**src/sv/lsbsd_pkg.sv**
```systemverilog
// Shared types and codes for the LSB stego stream decoder.
// No dependencies; imported by lsbsd_step, lsb_stego_stream_decoder and the testbench.
package lsbsd_pkg;

	localparam int VALUE_W = 32;
	localparam int CFG_IDX_W = 2;
	localparam int CFG_DATA_W = 16;

	// decode phases
	localparam logic [2:0] PH_HEADER     = 3'd0;
	localparam logic [2:0] PH_MAGIC      = 3'd1;
	localparam logic [2:0] PH_EXT_LEN    = 3'd2;
	localparam logic [2:0] PH_EXT_BYTES  = 3'd3;
	localparam logic [2:0] PH_DATA_LEN   = 3'd4;
	localparam logic [2:0] PH_DATA_BYTES = 3'd5;
	localparam logic [2:0] PH_IDLE       = 3'd6;

	// result kinds
	localparam logic [2:0] KIND_MISMATCH  = 3'd0;
	localparam logic [2:0] KIND_EXT_LEN   = 3'd1;
	localparam logic [2:0] KIND_EXT_BYTE  = 3'd2;
	localparam logic [2:0] KIND_DATA_LEN  = 3'd3;
	localparam logic [2:0] KIND_DATA_BYTE = 3'd4;

	// config register indexes
	localparam logic [CFG_IDX_W-1:0] REG_HEADER_SKIP = 2'd0;
	localparam logic [CFG_IDX_W-1:0] REG_MAGIC_LEN   = 2'd1;
	localparam logic [CFG_IDX_W-1:0] REG_MAGIC_BYTES = 2'd2;

	localparam logic [15:0] HEADER_SKIP_RST = 16'd54;
	localparam logic [1:0]  MAGIC_LEN_RST   = 2'd2;
	localparam logic [15:0] MAGIC_BYTES_RST = 16'h2323;

	typedef struct packed {
		logic [2:0]         kind;
		logic [VALUE_W-1:0] value;
		logic               last;
	} lsbsd_res_t;

endpackage

```
**src/sv/lsbsd_step.sv**
```systemverilog
// Next-state and result logic for one image byte of the stego decoder.
// Purely combinational; depends on lsbsd_pkg.
module lsbsd_step import lsbsd_pkg::*; #(
	parameter int LENGTH_BITS = 32,
	parameter int CNT_W = $clog2(LENGTH_BITS)
) (
	input  logic [15:0]            header_skip,
	input  logic [1:0]             magic_len,
	input  logic [15:0]            magic_bytes,
	input  logic                   frame_start,
	input  logic                   pixel_bit,
	input  logic [2:0]             phase,
	input  logic [15:0]            header_count,
	input  logic [CNT_W-1:0]       bit_count,
	input  logic [LENGTH_BITS-1:0] bit_acc,
	input  logic [LENGTH_BITS-1:0] remaining,
	input  logic [1:0]             magic_index,
	output logic [2:0]             phase_nx,
	output logic [15:0]            header_count_nx,
	output logic [CNT_W-1:0]       bit_count_nx,
	output logic [LENGTH_BITS-1:0] bit_acc_nx,
	output logic [LENGTH_BITS-1:0] remaining_nx,
	output logic [1:0]             magic_index_nx,
	output logic                   push,
	output lsbsd_res_t             res
);

	localparam logic [CNT_W-1:0] BYTE_END = CNT_W'(7);
	localparam logic [CNT_W-1:0] LEN_END  = CNT_W'(LENGTH_BITS - 1);

	logic [1:0]             eff_len;
	logic [LENGTH_BITS-1:0] acc_sh;
	logic [7:0]             exp_byte;
	logic [LENGTH_BITS-1:0] rem_dec;
	logic                   active;

	always_comb begin
		eff_len = (magic_len == 2'd3) ? 2'd2 : magic_len;
		phase_nx = phase;
		header_count_nx = header_count;
		bit_count_nx = bit_count;
		bit_acc_nx = bit_acc;
		remaining_nx = remaining;
		magic_index_nx = magic_index;
		push = 1'b0;
		res = '0;
		active = 1'b1;

		if (frame_start) begin
			phase_nx = PH_HEADER;
			header_count_nx = '0;
			bit_count_nx = '0;
			bit_acc_nx = '0;
			remaining_nx = '0;
			magic_index_nx = '0;
		end

		if (phase_nx == PH_HEADER) begin
			if (header_count_nx < header_skip) begin
				header_count_nx = header_count_nx + 16'd1;
				active = 1'b0;
			end else begin
				phase_nx = PH_MAGIC;
				magic_index_nx = '0;
				bit_count_nx = '0;
				bit_acc_nx = '0;
			end
		end

		if (phase_nx == PH_MAGIC && magic_index_nx >= eff_len) begin
			phase_nx = PH_EXT_LEN;
			bit_count_nx = '0;
			bit_acc_nx = '0;
		end

		acc_sh = {bit_acc_nx[LENGTH_BITS-2:0], pixel_bit};
		exp_byte = (magic_index_nx == 2'd0) ? magic_bytes[15:8] : magic_bytes[7:0];
		rem_dec = remaining_nx - LENGTH_BITS'(1);

		if (active) begin
			unique case (phase_nx)
				PH_MAGIC: begin
					if (bit_count_nx >= BYTE_END) begin
						bit_count_nx = '0;
						bit_acc_nx = '0;
						if (acc_sh[7:0] != exp_byte) begin
							phase_nx = PH_IDLE;
							push = 1'b1;
							res.kind = KIND_MISMATCH;
							res.last = 1'b1;
						end else begin
							magic_index_nx = magic_index_nx + 2'd1;
							if (magic_index_nx >= eff_len)
								phase_nx = PH_EXT_LEN;
						end
					end else begin
						bit_count_nx = bit_count_nx + CNT_W'(1);
						bit_acc_nx = acc_sh;
					end
				end
				PH_EXT_LEN, PH_DATA_LEN: begin
					if (bit_count_nx >= LEN_END) begin
						bit_count_nx = '0;
						bit_acc_nx = '0;
						remaining_nx = acc_sh;
						push = 1'b1;
						res.value = VALUE_W'(acc_sh);
						if (phase_nx == PH_EXT_LEN) begin
							res.kind = KIND_EXT_LEN;
							phase_nx = (acc_sh == '0) ? PH_DATA_LEN : PH_EXT_BYTES;
						end else begin
							res.kind = KIND_DATA_LEN;
							res.last = (acc_sh == '0);
							phase_nx = (acc_sh == '0) ? PH_IDLE : PH_DATA_BYTES;
						end
					end else begin
						bit_count_nx = bit_count_nx + CNT_W'(1);
						bit_acc_nx = acc_sh;
					end
				end
				PH_EXT_BYTES, PH_DATA_BYTES: begin
					if (bit_count_nx >= BYTE_END) begin
						bit_count_nx = '0;
						bit_acc_nx = '0;
						remaining_nx = rem_dec;
						push = 1'b1;
						res.value = VALUE_W'(acc_sh[7:0]);
						if (phase_nx == PH_EXT_BYTES) begin
							res.kind = KIND_EXT_BYTE;
							if (rem_dec == '0)
								phase_nx = PH_DATA_LEN;
						end else begin
							res.kind = KIND_DATA_BYTE;
							res.last = (rem_dec == '0);
							if (rem_dec == '0)
								phase_nx = PH_IDLE;
						end
					end else begin
						bit_count_nx = bit_count_nx + CNT_W'(1);
						bit_acc_nx = acc_sh;
					end
				end
				default: begin
					phase_nx = PH_IDLE;
				end
			endcase
		end
	end

endmodule

```
**src/sv/lsb_stego_stream_decoder.sv**
```systemverilog
// Top level of the LSB stego stream decoder: config registers, decode state,
// output register with skid stage. Depends on lsbsd_pkg and lsbsd_step.
//
// Usage:
//  - Input channel (in_valid/in_ready): one image byte per transaction, with
//    frame_start marking byte 0 of a new image. Only pixel_byte[0] is used.
//  - Output channel (out_valid/out_ready): typed results (kind, value, last);
//    an input byte gives zero or one result.
//  - Config channel (cfg_valid/cfg_ready): cfg_index selects header_skip,
//    magic_len or magic_bytes; cfg_ready is always high. Write only while idle.
//  - Throughput: one byte per cycle. The decode step is a single pass of
//    logic from the state registers into the output register.
//  - Output: the result of the byte that completes it is registered into the
//    output register, or into the skid when the output register is full and not read.
//  - Stall: a result that waits moves into a one-entry skid register, so the
//    block keeps taking bytes; in_ready drops only while the skid is full.
//  - Reset: registers return to their defaults (skip 54, two magic bytes
//    0x2323), decode restarts in header skip, and output/skid are emptied.
//    Bytes before the first frame_start are decoded as a frame that begins
//    at reset.
module lsb_stego_stream_decoder import lsbsd_pkg::*; #(
	parameter int LENGTH_BITS = 32
) (
	input  logic                  clk,
	input  logic                  arst_n,
	input  logic                  in_valid,
	output logic                  in_ready,
	input  logic                  frame_start,
	input  logic [7:0]            pixel_byte,
	output logic                  out_valid,
	input  logic                  out_ready,
	output logic [2:0]            kind,
	output logic [VALUE_W-1:0]    value,
	output logic                  last,
	input  logic                  cfg_valid,
	output logic                  cfg_ready,
	input  logic [CFG_IDX_W-1:0]  cfg_index,
	input  logic [CFG_DATA_W-1:0] cfg_data
);

	localparam int CNT_W = $clog2(LENGTH_BITS);

	// configuration
	logic [15:0] header_skip_q;
	logic [1:0]  magic_len_q;
	logic [15:0] magic_bytes_q;

	// decode state
	logic [2:0]             phase_q;
	logic [15:0]            header_count_q;
	logic [CNT_W-1:0]       bit_count_q;
	logic [LENGTH_BITS-1:0] bit_acc_q;
	logic [LENGTH_BITS-1:0] remaining_q;
	logic [1:0]             magic_index_q;

	logic [2:0]             phase_nx;
	logic [15:0]            header_count_nx;
	logic [CNT_W-1:0]       bit_count_nx;
	logic [LENGTH_BITS-1:0] bit_acc_nx;
	logic [LENGTH_BITS-1:0] remaining_nx;
	logic [1:0]             magic_index_nx;
	logic                   push_w;
	lsbsd_res_t             res_w;

	// output register plus skid
	logic       out_valid_q;
	lsbsd_res_t out_q;
	logic       skid_valid_q;
	lsbsd_res_t skid_q;

	logic in_acc;
	logic out_pop;
	logic push_acc;

	assign cfg_ready = 1'b1;
	assign in_ready = ~skid_valid_q;
	assign in_acc = in_valid & in_ready;
	assign out_pop = out_valid_q & out_ready;
	assign push_acc = in_acc & push_w;

	assign out_valid = out_valid_q;
	assign kind = out_q.kind;
	assign value = out_q.value;
	assign last = out_q.last;

	always_ff @(posedge clk or negedge arst_n) begin
		if (!arst_n) begin
			header_skip_q <= HEADER_SKIP_RST;
			magic_len_q <= MAGIC_LEN_RST;
			magic_bytes_q <= MAGIC_BYTES_RST;
		end else if (cfg_valid && cfg_ready) begin
			unique case (cfg_index)
				REG_HEADER_SKIP: header_skip_q <= cfg_data;
				REG_MAGIC_LEN:   magic_len_q <= cfg_data[1:0];
				REG_MAGIC_BYTES: magic_bytes_q <= cfg_data;
				default: ;  // unmapped index, write dropped
			endcase
		end
	end

	lsbsd_step #(
		.LENGTH_BITS(LENGTH_BITS),
		.CNT_W(CNT_W)
	) u_step (
		.header_skip(header_skip_q),
		.magic_len(magic_len_q),
		.magic_bytes(magic_bytes_q),
		.frame_start(frame_start),
		.pixel_bit(pixel_byte[0]),
		.phase(phase_q),
		.header_count(header_count_q),
		.bit_count(bit_count_q),
		.bit_acc(bit_acc_q),
		.remaining(remaining_q),
		.magic_index(magic_index_q),
		.phase_nx(phase_nx),
		.header_count_nx(header_count_nx),
		.bit_count_nx(bit_count_nx),
		.bit_acc_nx(bit_acc_nx),
		.remaining_nx(remaining_nx),
		.magic_index_nx(magic_index_nx),
		.push(push_w),
		.res(res_w)
	);

	always_ff @(posedge clk or negedge arst_n) begin
		if (!arst_n) begin
			phase_q <= PH_HEADER;
			header_count_q <= '0;
			bit_count_q <= '0;
			bit_acc_q <= '0;
			remaining_q <= '0;
			magic_index_q <= '0;
		end else if (in_acc) begin
			phase_q <= phase_nx;
			header_count_q <= header_count_nx;
			bit_count_q <= bit_count_nx;
			bit_acc_q <= bit_acc_nx;
			remaining_q <= remaining_nx;
			magic_index_q <= magic_index_nx;
		end
	end

	// Output side: skid drains first; a new result lands in the output
	// register when it frees up this cycle, otherwise in the skid.
	always_ff @(posedge clk or negedge arst_n) begin
		if (!arst_n) begin
			out_valid_q <= 1'b0;
			skid_valid_q <= 1'b0;
		end else if (skid_valid_q) begin
			if (out_pop)
				skid_valid_q <= 1'b0;
		end else if (push_acc) begin
			if (out_valid_q && !out_pop)
				skid_valid_q <= 1'b1;
			else
				out_valid_q <= 1'b1;
		end else if (out_pop) begin
			out_valid_q <= 1'b0;
		end
	end

	always_ff @(posedge clk) begin
		if (skid_valid_q) begin
			if (out_pop)
				out_q <= skid_q;
		end else if (push_acc) begin
			if (out_valid_q && !out_pop)
				skid_q <= res_w;
			else
				out_q <= res_w;
		end
	end

	// skid only fills behind an occupied output register
	a_skid_behind_out: assert property (@(posedge clk) disable iff (!arst_n)
		skid_valid_q |-> out_valid_q)
		else $error("skid holds a result while output register is empty");

	// a final result always leaves the decoder idle
	a_last_goes_idle: assert property (@(posedge clk) disable iff (!arst_n)
		push_acc && res_w.last |=> phase_q == PH_IDLE)
		else $error("last result did not leave decoder idle");

	// bytes counted off as header never produce a result
	a_header_silent: assert property (@(posedge clk) disable iff (!arst_n)
		in_acc && !frame_start && phase_q == PH_HEADER
			&& header_count_q < header_skip_q |-> !push_w)
		else $error("result produced during header skip");

	// idle bytes without a restart produce nothing
	a_idle_silent: assert property (@(posedge clk) disable iff (!arst_n)
		in_acc && !frame_start && phase_q == PH_IDLE |-> !push_w)
		else $error("result produced while idle");

endmodule

```
**config.mk**
```make
export PLATFORM = sky130hd
export DESIGN_NAME = lsb_stego_stream_decoder
export DESIGN_NICKNAME = d
export VERILOG_FILES = /design/src/sv/lsbsd_pkg.sv /design/src/sv/lsbsd_step.sv /design/src/sv/lsb_stego_stream_decoder.sv
export SDC_FILE = /design/constraint.sdc
export NUM_CORES = 1
export LEC_CHECK = 0
export ABC_AREA = 1
export ABC_CLOCK_PERIOD_IN_PS = 5700
export BUFFER_PORTS_ARGS = -buffer_cell sky130_fd_sc_hd__buf_2
export CAP_MARGIN = 20
export CELL_PAD_IN_SITES_DETAIL_PLACEMENT = 1
export CELL_PAD_IN_SITES_GLOBAL_PLACEMENT = 2
export CORE_ASPECT_RATIO = 2
export CORE_MARGIN = 10
export CORE_UTILIZATION = 28
export CTS_CLUSTER_SIZE = 16
export DETAILED_ROUTE_END_ITERATION = 16
export PLACE_DENSITY_LB_ADDON = 0.1
export SLEW_MARGIN = 20
export SYNTH_ARGS = -nofsm -noshare
export SYNTH_HDL_FRONTEND = slang
export SYNTH_SLANG_ARGS = --single-unit
```
**constraint.sdc**
```tcl
create_clock -name clk -period 5.7 [get_ports clk]
set_input_delay 0.285 -clock clk [delete_from_list [all_inputs] [get_ports clk]]
set_output_delay 0.285 -clock clk [all_outputs]
set_load 0.005 [all_outputs]
```
==> reports/metrics.cfg, run 1 <==
[sta]
rsz0062_at_grt=no
timing.setup.tns_ns=0
fin_crit_sh=0.8691
finalMaxSlewViolations=0
worst_slew_pin_slew_ns=1.030
layout_setup_ws_ns=0.7461
hold_viol=0
setup_violations=0
period_minus_slack_ns=4.954
slew_headroom=0.3114
fmax_mhz=201.9
skew_ns=0.01659
fin_hold_ws_ns=0.04680

[cts]
post_cts_buffers=0
htreeDepth=4
cts_inserted_buffers=17
clk_pin_slew_ns=0.09
cts_root_buffer=clkbuf_16
cts_buffer_depth=2
clock_latency_ns=0.47
clkSinkCount=197
tritoncts=done

[final_layout]
multiInputGateArea_mm2=0.005554
nets=1681
fillCellCount=5218
fin_area_mm2=0.01351
register_area_mm2=0.005304
drive_above_1_share=0.1385
syn_to_final_growth_pct=13.43
fin_util=0.3223

[drt]
wl_per_cell_um=19.74
drc=0
antenna_left=0
drt_iter0_drc=452
drt_first_pass_iters=4
wirelength_um=43030
via_per_inst=4.777
vias=10414

[yosys]
synth_flop_cell=dfrtp_1
yosysUniqueCellTypes=47
async_reset_ff_frac=0.6345
netlist_instances=1575
synth_seq_cells=197
synth_mux_area_frac=0
yosysSeqAreaShare=0.4454
yosys_warnings=0
synth-compound-area-share=0.1189
synthAdderAreaFrac=0.02417
synth-edff-count=72
yosys.area_share.simple=0.2962
syn_nets=1630
synth-xor-area-share=0.02501
synth_area_per_cell_um2=7.560
syn_area_mm2=0.01191
synth_top_family_by_area=simple AND/OR/NAND/NOR gates

[global_route]
grt_pass1_wl_um=66880
antenna_found_initial=0
grt_max_degree=74
grt.overflow.total=0
grt_usage=0.1662
grt_pass1_vias=11212

[setup_path]
startpoint_type=register
cp_max_fo=36
crit_path_end_kind=register
crit_type=reg2reg
critPathArrivalTime_ns=5.04
reg2reg_depth=27
required_ns=5.79

[die]
die_h_um=311.6
die_area_mm2=0.05168
core_mm2=0.04191
ioPinCount=71
initial_core_util=0.2841
dieWidth_um=165.8
rows=106

[job]
maxCapViolations=0

[placed_design]
postPlaceCellArea_mm2=0.01283
dpl_worst_slack_ns=0.3406
place_congestion=0.8580
io_buffers=62
hpwlAfterDp_um=33310

[power_and_ir_drop]
p_leak_nw=6.406
powerDensity_mw_per_mm2=392.3
ir_drop_mv=0.2441

[worst_hold_path]
hold_class=in2reg
whs_path_depth=3

[status]
status=completed

==> worst max-delay path, stage by stage (launching register included) <==
cell and delay, ns:
dfrtp_1 0.38, inv_1 0.09, nor2_1 0.07, ha_1 0.30, nand2_1 0.08, o21bai_1 0.15, a21oi_1 0.13, nor2_1 0.06
nand2_2 0.12, nand2_4 0.11, nand3_1 0.12, inv_1 0.07, ha_1 0.28, nand2_1 0.06, o211ai_1 0.25, a21oi_4 0.09
nand2_8 0.20, buf_4 0.21, nand2_1 0.13, nand2_1 0.10, nand2_1 0.08, nand2_1 0.08, nor2_2 0.06, nand2_1 0.09
nand2_1 0.11, nand2_1 0.08, nand2_1 0.20, nor2_4 0.84
==> registers in the layout, summed over array words and instances, names as in the netlist <==
name / cells
header_skip_q: 16
magic_len_q: 2
header_count_q: 16
phase_q: 3
bit_acc_q: 31
magic_bytes_q: 16
out_valid: 1
kind: 3
remaining_q: 32
skid_valid_q: 1
bit_count_q: 5
value: 32
skid_q: 36
last: 1
magic_index_q: 2
==> layout by cell type, fill, tap and decap left out, types with 11 or more instances in the layout <==
master and instances:
nor2_4 11, dfrtp_1 114, o21ai_0 90, nor2_2 25, a21oi_1 33, dfstp_2 11
inv_1 182, o21ai_1 24, o22ai_1 40, inv_2 17, nand3_1 76, clkbuf_16 17
xor2_1 26, nand4_1 14, ha_1 23, buf_4 31, nand2_1 509, buf_2 61
nand2_2 14, a22oi_1 23, edfxtp_1 72, nor2_1 136
==> final cells by class <==
class | instances | share of cell area
inverters | 200 | 0.05558
clock buffers | 17 | 0.03150
repair buffers | 95 | 0.04345
flip-flops and latches | 197 | 0.3927
multi-input cells | 1115 | 0.4112
well taps | 540 | 0.05002
clock inverters | 15 | 0.01538
diodes | 1 | 0.0001853
==> metal layers <==
layer / GRT usage / wire length (µm) / vias to the layer above
li1: - / - / 5170
met1: 0.1607 / 15550 / 5046
met2: 0.3304 / 24680 / 142
met3: 0.02053 / 786 / 56
met4: 0.08491 / 2012 / 0
met5: 0 / 0 / -
==> report_power, final <==
part           switching, W  internal (W)
clock network      0.000693      0.000652
registers          0.000136       0.00177
logic               0.00145      0.000597
==> kinds of logic after synthesis <==
group	count (synthesis)
AOI/OAI and AO/OA	241
xor gates and xnor gates	34
adders and majority gates	23
buffers and inverters	263
DFF	197
other	1
and+or+nand+nor	816
==> per-stage QoR <==
| stage | std cells | total power, W |
|---|---|---|
| CTS | 2178 | 0.005390 |
| global route | 2179 | 0.005710 |
| global placement | 2145 | 0.003979 |
| detailed placement | 2145 | 0.004021 |
| floorplan | 1575 | 0.003334 |
| finish | 2180 | 0.005299 |
==> synthesized netlist by cell type, types with 11 or more instances <==
library cell,instances,area [µm²]
buf_2,16,80.08
edfxtp_1,72,2162
clkbuf_1,31,116.4
o22ai_1,40,250.2
dfrtp_1,114,2853
a21oi_1,33,165.2
nand2_2,13,81.33
nand2_1,510,1914
inv_1,183,686.9
dfstp_2,11,289.0
o21ai_0,90,450.4
nand4_1,14,87.58
xor2_1,26,227.7
o21ai_1,24,120.1
nor2_2,25,156.4
nand3_1,76,380.4
ha_1,23,287.8
a22oi_1,23,172.7
inv_2,16,60.06
nor2_1,137,514.2
==> timing repair <==
item                                   in CTS  in global routing
hold buffers                                1                  0
gates resized for setup                     0                  0
endpoints found under the hold margin      66                  0
==> final timing paths <==
| path | from | end | slack [ns] |
|---|---|---|---|
| setup / recovery | header_count_q[11]$_DFFE_PN0P_ | skid_q[15]$_DFFE_PP_ | 0.75 |
| hold / removal | cfg_data[13] | magic_bytes_q[13]$_DFFE_PN1P_ | 0.05 |
| setup reg to reg | header_count_q[11]$_DFFE_PN0P_ | skid_q[15]$_DFFE_PP_ | 0.75 |
| hold reg to reg | remaining_q[4]$_DFFE_PN0P_ | remaining_q[4]$_DFFE_PN0P_ | 0.49 |
| max in group asynchronous | arst_n | bit_acc_q[15]$_DFFE_PN0P_ | 3.92 |
| min in group asynchronous | arst_n | remaining_q[30]$_DFFE_PN0P_ | 0.44 |
(Power assumes the default switching activity.)
==> run 2, diff against run 1 <==
--- a/config.mk
+++ b/config.mk
@@ -6,7 +6,7 @@
 export NUM_CORES = 1
 export LEC_CHECK = 0
 export ABC_AREA = 1
-export ABC_CLOCK_PERIOD_IN_PS = 5700
+export ABC_CLOCK_PERIOD_IN_PS = 4700
 export BUFFER_PORTS_ARGS = -buffer_cell sky130_fd_sc_hd__buf_2
 export CAP_MARGIN = 20
 export CELL_PAD_IN_SITES_DETAIL_PLACEMENT = 1
@@ -20,4 +20,5 @@
 export SLEW_MARGIN = 20
 export SYNTH_ARGS = -nofsm -noshare
 export SYNTH_HDL_FRONTEND = slang
+export SYNTH_HIERARCHICAL = 1
 export SYNTH_SLANG_ARGS = --single-unit
==> constraint.sdc (replaced) <==
create_clock -name clk -period 4.7 [get_ports clk]
set_input_delay 0.235 -clock clk [delete_from_list [all_inputs] [get_ports clk]]
set_output_delay 0.235 -clock clk [all_outputs]
set_load 0.005 [all_outputs]
==> reports/metrics.cfg, run 2 <==
[status]
status=completed  ; unchanged

[die]
dieWidth_um=171.8  ; was 165.8 µm
ioPinCount=71  ; unchanged
initial_core_util=0.2822  ; was 0.2841
core_mm2=0.04569  ; was 0.04191 mm²
rows=111  ; was 106
die_h_um=323.5  ; was 311.6 µm
die_area_mm2=0.05556  ; was 0.05168 mm²

[global_route]
antenna_found_initial=0  ; unchanged
grt_usage=0.1868  ; was 0.1662
grt.overflow.total=0  ; unchanged
grt_max_degree=71  ; was 74
gr-usage-met2=0.3934  ; was 0.3304
use_met1=0.1643  ; was 0.1607
met3_usage=0.02033  ; was 0.02053
grt_pass1_vias=13033  ; was 11.21k
grt.busiest_layer=met2  ; unchanged
grt_pass1_wl_um=77640  ; was 66880 µm

[placed_design]
place_congestion=0.8350  ; was 0.8580
postPlaceCellArea_mm2=0.01435  ; was 0.01283 mm²
dpl_worst_slack_ns=0.05846  ; was 0.3406 ns
io_buffers=62  ; unchanged
dp_cells=2444  ; was 2145
hpwlAfterDp_um=38360  ; was 33310 µm

[final_layout]
instances_no_fill=2477  ; was 2180
fillCellCount=5653  ; was 5218
fin_area_mm2=0.01501  ; was 0.01351 mm²
top_register=skid_q  ; unchanged
layout_commonest_cell=nand2_1  ; unchanged
drive_above_1_share=0.1543  ; was 0.1385
syn_to_final_growth_pct=16.37  ; was 13.43%
n_antenna_cell=0  ; was 1
largest_reg_flops=36  ; unchanged
nets=1955  ; was 1681
mostFrequentLayoutCells=nand2_1, nor2_1, inv_1  ; was nand2_1, inv_1, nor2_1

[cts]
clock_latency_ns=0.47  ; about the same
cts_inserted_buffers=17  ; unchanged
clk_pin_slew_ns=0.09  ; about the same
cts_buffer_depth=2  ; unchanged
tritoncts=done  ; unchanged
htreeDepth=4  ; unchanged
clkSinkCount=197  ; unchanged
cts_root_buffer=clkbuf_16  ; unchanged

[yosys]
netlist_instances=1816  ; was 1575
yosys_warnings=6  ; was 0
syn_area_mm2=0.01290  ; was 0.01191 mm²
synth_area_per_cell_um2=7.101  ; was 7.560 µm²
syn_nets=1872  ; was 1630

[power_and_ir_drop]
powerDensity_mw_per_mm2=304.6  ; was 392.3 mW/mm²
p_clk_frac=0.341  ; was 0.254
ir_drop_mv=0.2186  ; was 0.2441 mV
finalPower_w=0.004571  ; was 0.005299 W
switching_share=0.3574  ; was 0.4295
p_sw_w=0.001634  ; was 0.002276 W
p_int_w=0.002937  ; was 0.003023 W
seq_power_share=0.416  ; was 0.360
p_leak_nw=7.888  ; was 6.406 nW
comb_power_share=0.243  ; was 0.386

[setup_path]
setup.worst_path.start=header_count_q[3]$_DFFE_PN0P_  ; was header_count_q[11]$_DFFE_PN0P_
cp_max_fo=25  ; was 36
required_ns=4.87  ; was 5.79 ns
startpoint_type=register  ; unchanged
crit_path_end_kind=register  ; unchanged
timing.rr.start=header_count_q[3]$_DFFE_PN0P_  ; was header_count_q[11]$_DFFE_PN0P_
critPathArrivalTime_ns=4.53  ; was 5.04 ns
cpPeakStageDelay_ns=0.41  ; was 0.84 ns
worst_path_most_repeated_cell=nand2_2  ; was nand2_1
cp_slowest_cell=dfrtp_1  ; was nor2_4
crit_type=reg2reg  ; unchanged

[drt]
antenna_left=0  ; unchanged
via_per_inst=4.868  ; was 4.777
drt_iter0_drc=503  ; was 452
vias=12058  ; was 10.41k
wl_per_cell_um=20.32  ; was 19.74 µm
drc=0  ; unchanged
wirelength_um=50350  ; was 43030 µm
drt_first_pass_iters=4  ; unchanged

[sta]
timing.setup.tns_ns=0  ; unchanged
layout_setup_ws_ns=0.3417  ; was 0.7461 ns
worst_slew_pin_slew_ns=0.9371  ; was 1.030 ns
setup_violations=0  ; unchanged
fin_crit_sh=0.9273  ; was 0.8691
period_minus_slack_ns=4.358  ; was 4.954 ns
skew_ns=0.01589  ; was 0.01659 ns
slew_headroom=0.3753  ; was 0.3114
fmax_mhz=229.4  ; was 201.9 MHz
finalMaxSlewViolations=0  ; unchanged
hold_viol=0  ; unchanged

[job]
maxCapViolations=0  ; unchanged

[worst_hold_path]
min_from=cfg_data[8]  ; was cfg_data[13]
hold_class=in2reg  ; unchanged

==> run 2: final cells by class <==
| class | instances | area [µm²] | share of cell area |
|---|---|---|---|
| tap | 565 | 706.9 | 0.04711 |
| sequential | 197 | 5304 | 0.3534 |
| clock inverter | 14 | 172.7 | 0.01151 |
| multi-input combinational | 1342 | 6571 | 0.4379 |
| clock buffer | 18 | 439.2 | 0.02926 |
| inverter | 190 | 732.0 | 0.04877 |
| timing repair buffer | 151 | 1081 | 0.07204 |
==> run 2: power by group through the flow <==
stage / Combinational, W / Sequential, W / Clock [W]
after global routing: 0.00122 / 0.00191 / 0.00168
after global placement: 0.00112 / 0.00193 / 0
final: 0.00111 / 0.00190 / 0.00156
after detailed placement: 0.00113 / 0.00194 / 0
after CTS: 0.00114 / 0.00190 / 0.00163
after floorplan: 0.000697 / 0.00192 / 0
==> run 2: path summary, 6_finish.rpt <==
path	slack (ns)	to	depth (start not counted)
max in group asynchronous	3.52	bit_acc_q[2]$_DFFE_PN0P_	3
min in group asynchronous	0.51	bit_acc_q[18]$_DFFE_PN0P_	3
worst min-delay path	0.03	magic_bytes_q[8]$_DFFE_PN1P_	3
worst max register to register	0.34	skid_q[19]$_DFFE_PP_	34
worst min register to register	0.46	header_skip_q[2]$_DFFE_PN1P_	2
worst max-delay path	0.34	skid_q[19]$_DFFE_PP_	34
==> run 2: critical path, delay by kind of cell, from the launching register on <==
kind	cells	cell delay, ns
AOI/OAI and AO/OA	1	0.18
adders and majority gates	4	0.91
buffers and inverters	5	0.45
DFF	1	0.41
and+or+nand+nor	24	2.06
==> run 2: per-layer routing <==
metal / share of wire / vias up
met4: 0.049 / 0
met3: 0.020 / 67
met5: 0 / -
li1: - / 5933
met2: 0.60 / 180
met1: 0.33 / 5878
==> run 2: repair_timing <==
action,in CTS,in global routing
hold buffers,1,0
setup endpoints to repair,0,26
endpoints found under the hold margin,9,0
setup buffers,0,0
resized for setup,0,14
==> run 2: per-stage QoR <==
| step | hold WS [ns] | util |
|---|---|---|
| 4_1_cts | 0.007014 | 0.3276 |
| 3_5_place_dp | 0.4553 | 0.3140 |
| 6_report | 0.03496 | 0.3284 |
| 2_1_floorplan | -0.06059 | - |
| 3_3_place_gp | 0.4543 | 0.3140 |
| 5_1_grt | 0.01821 | 0.3284 |
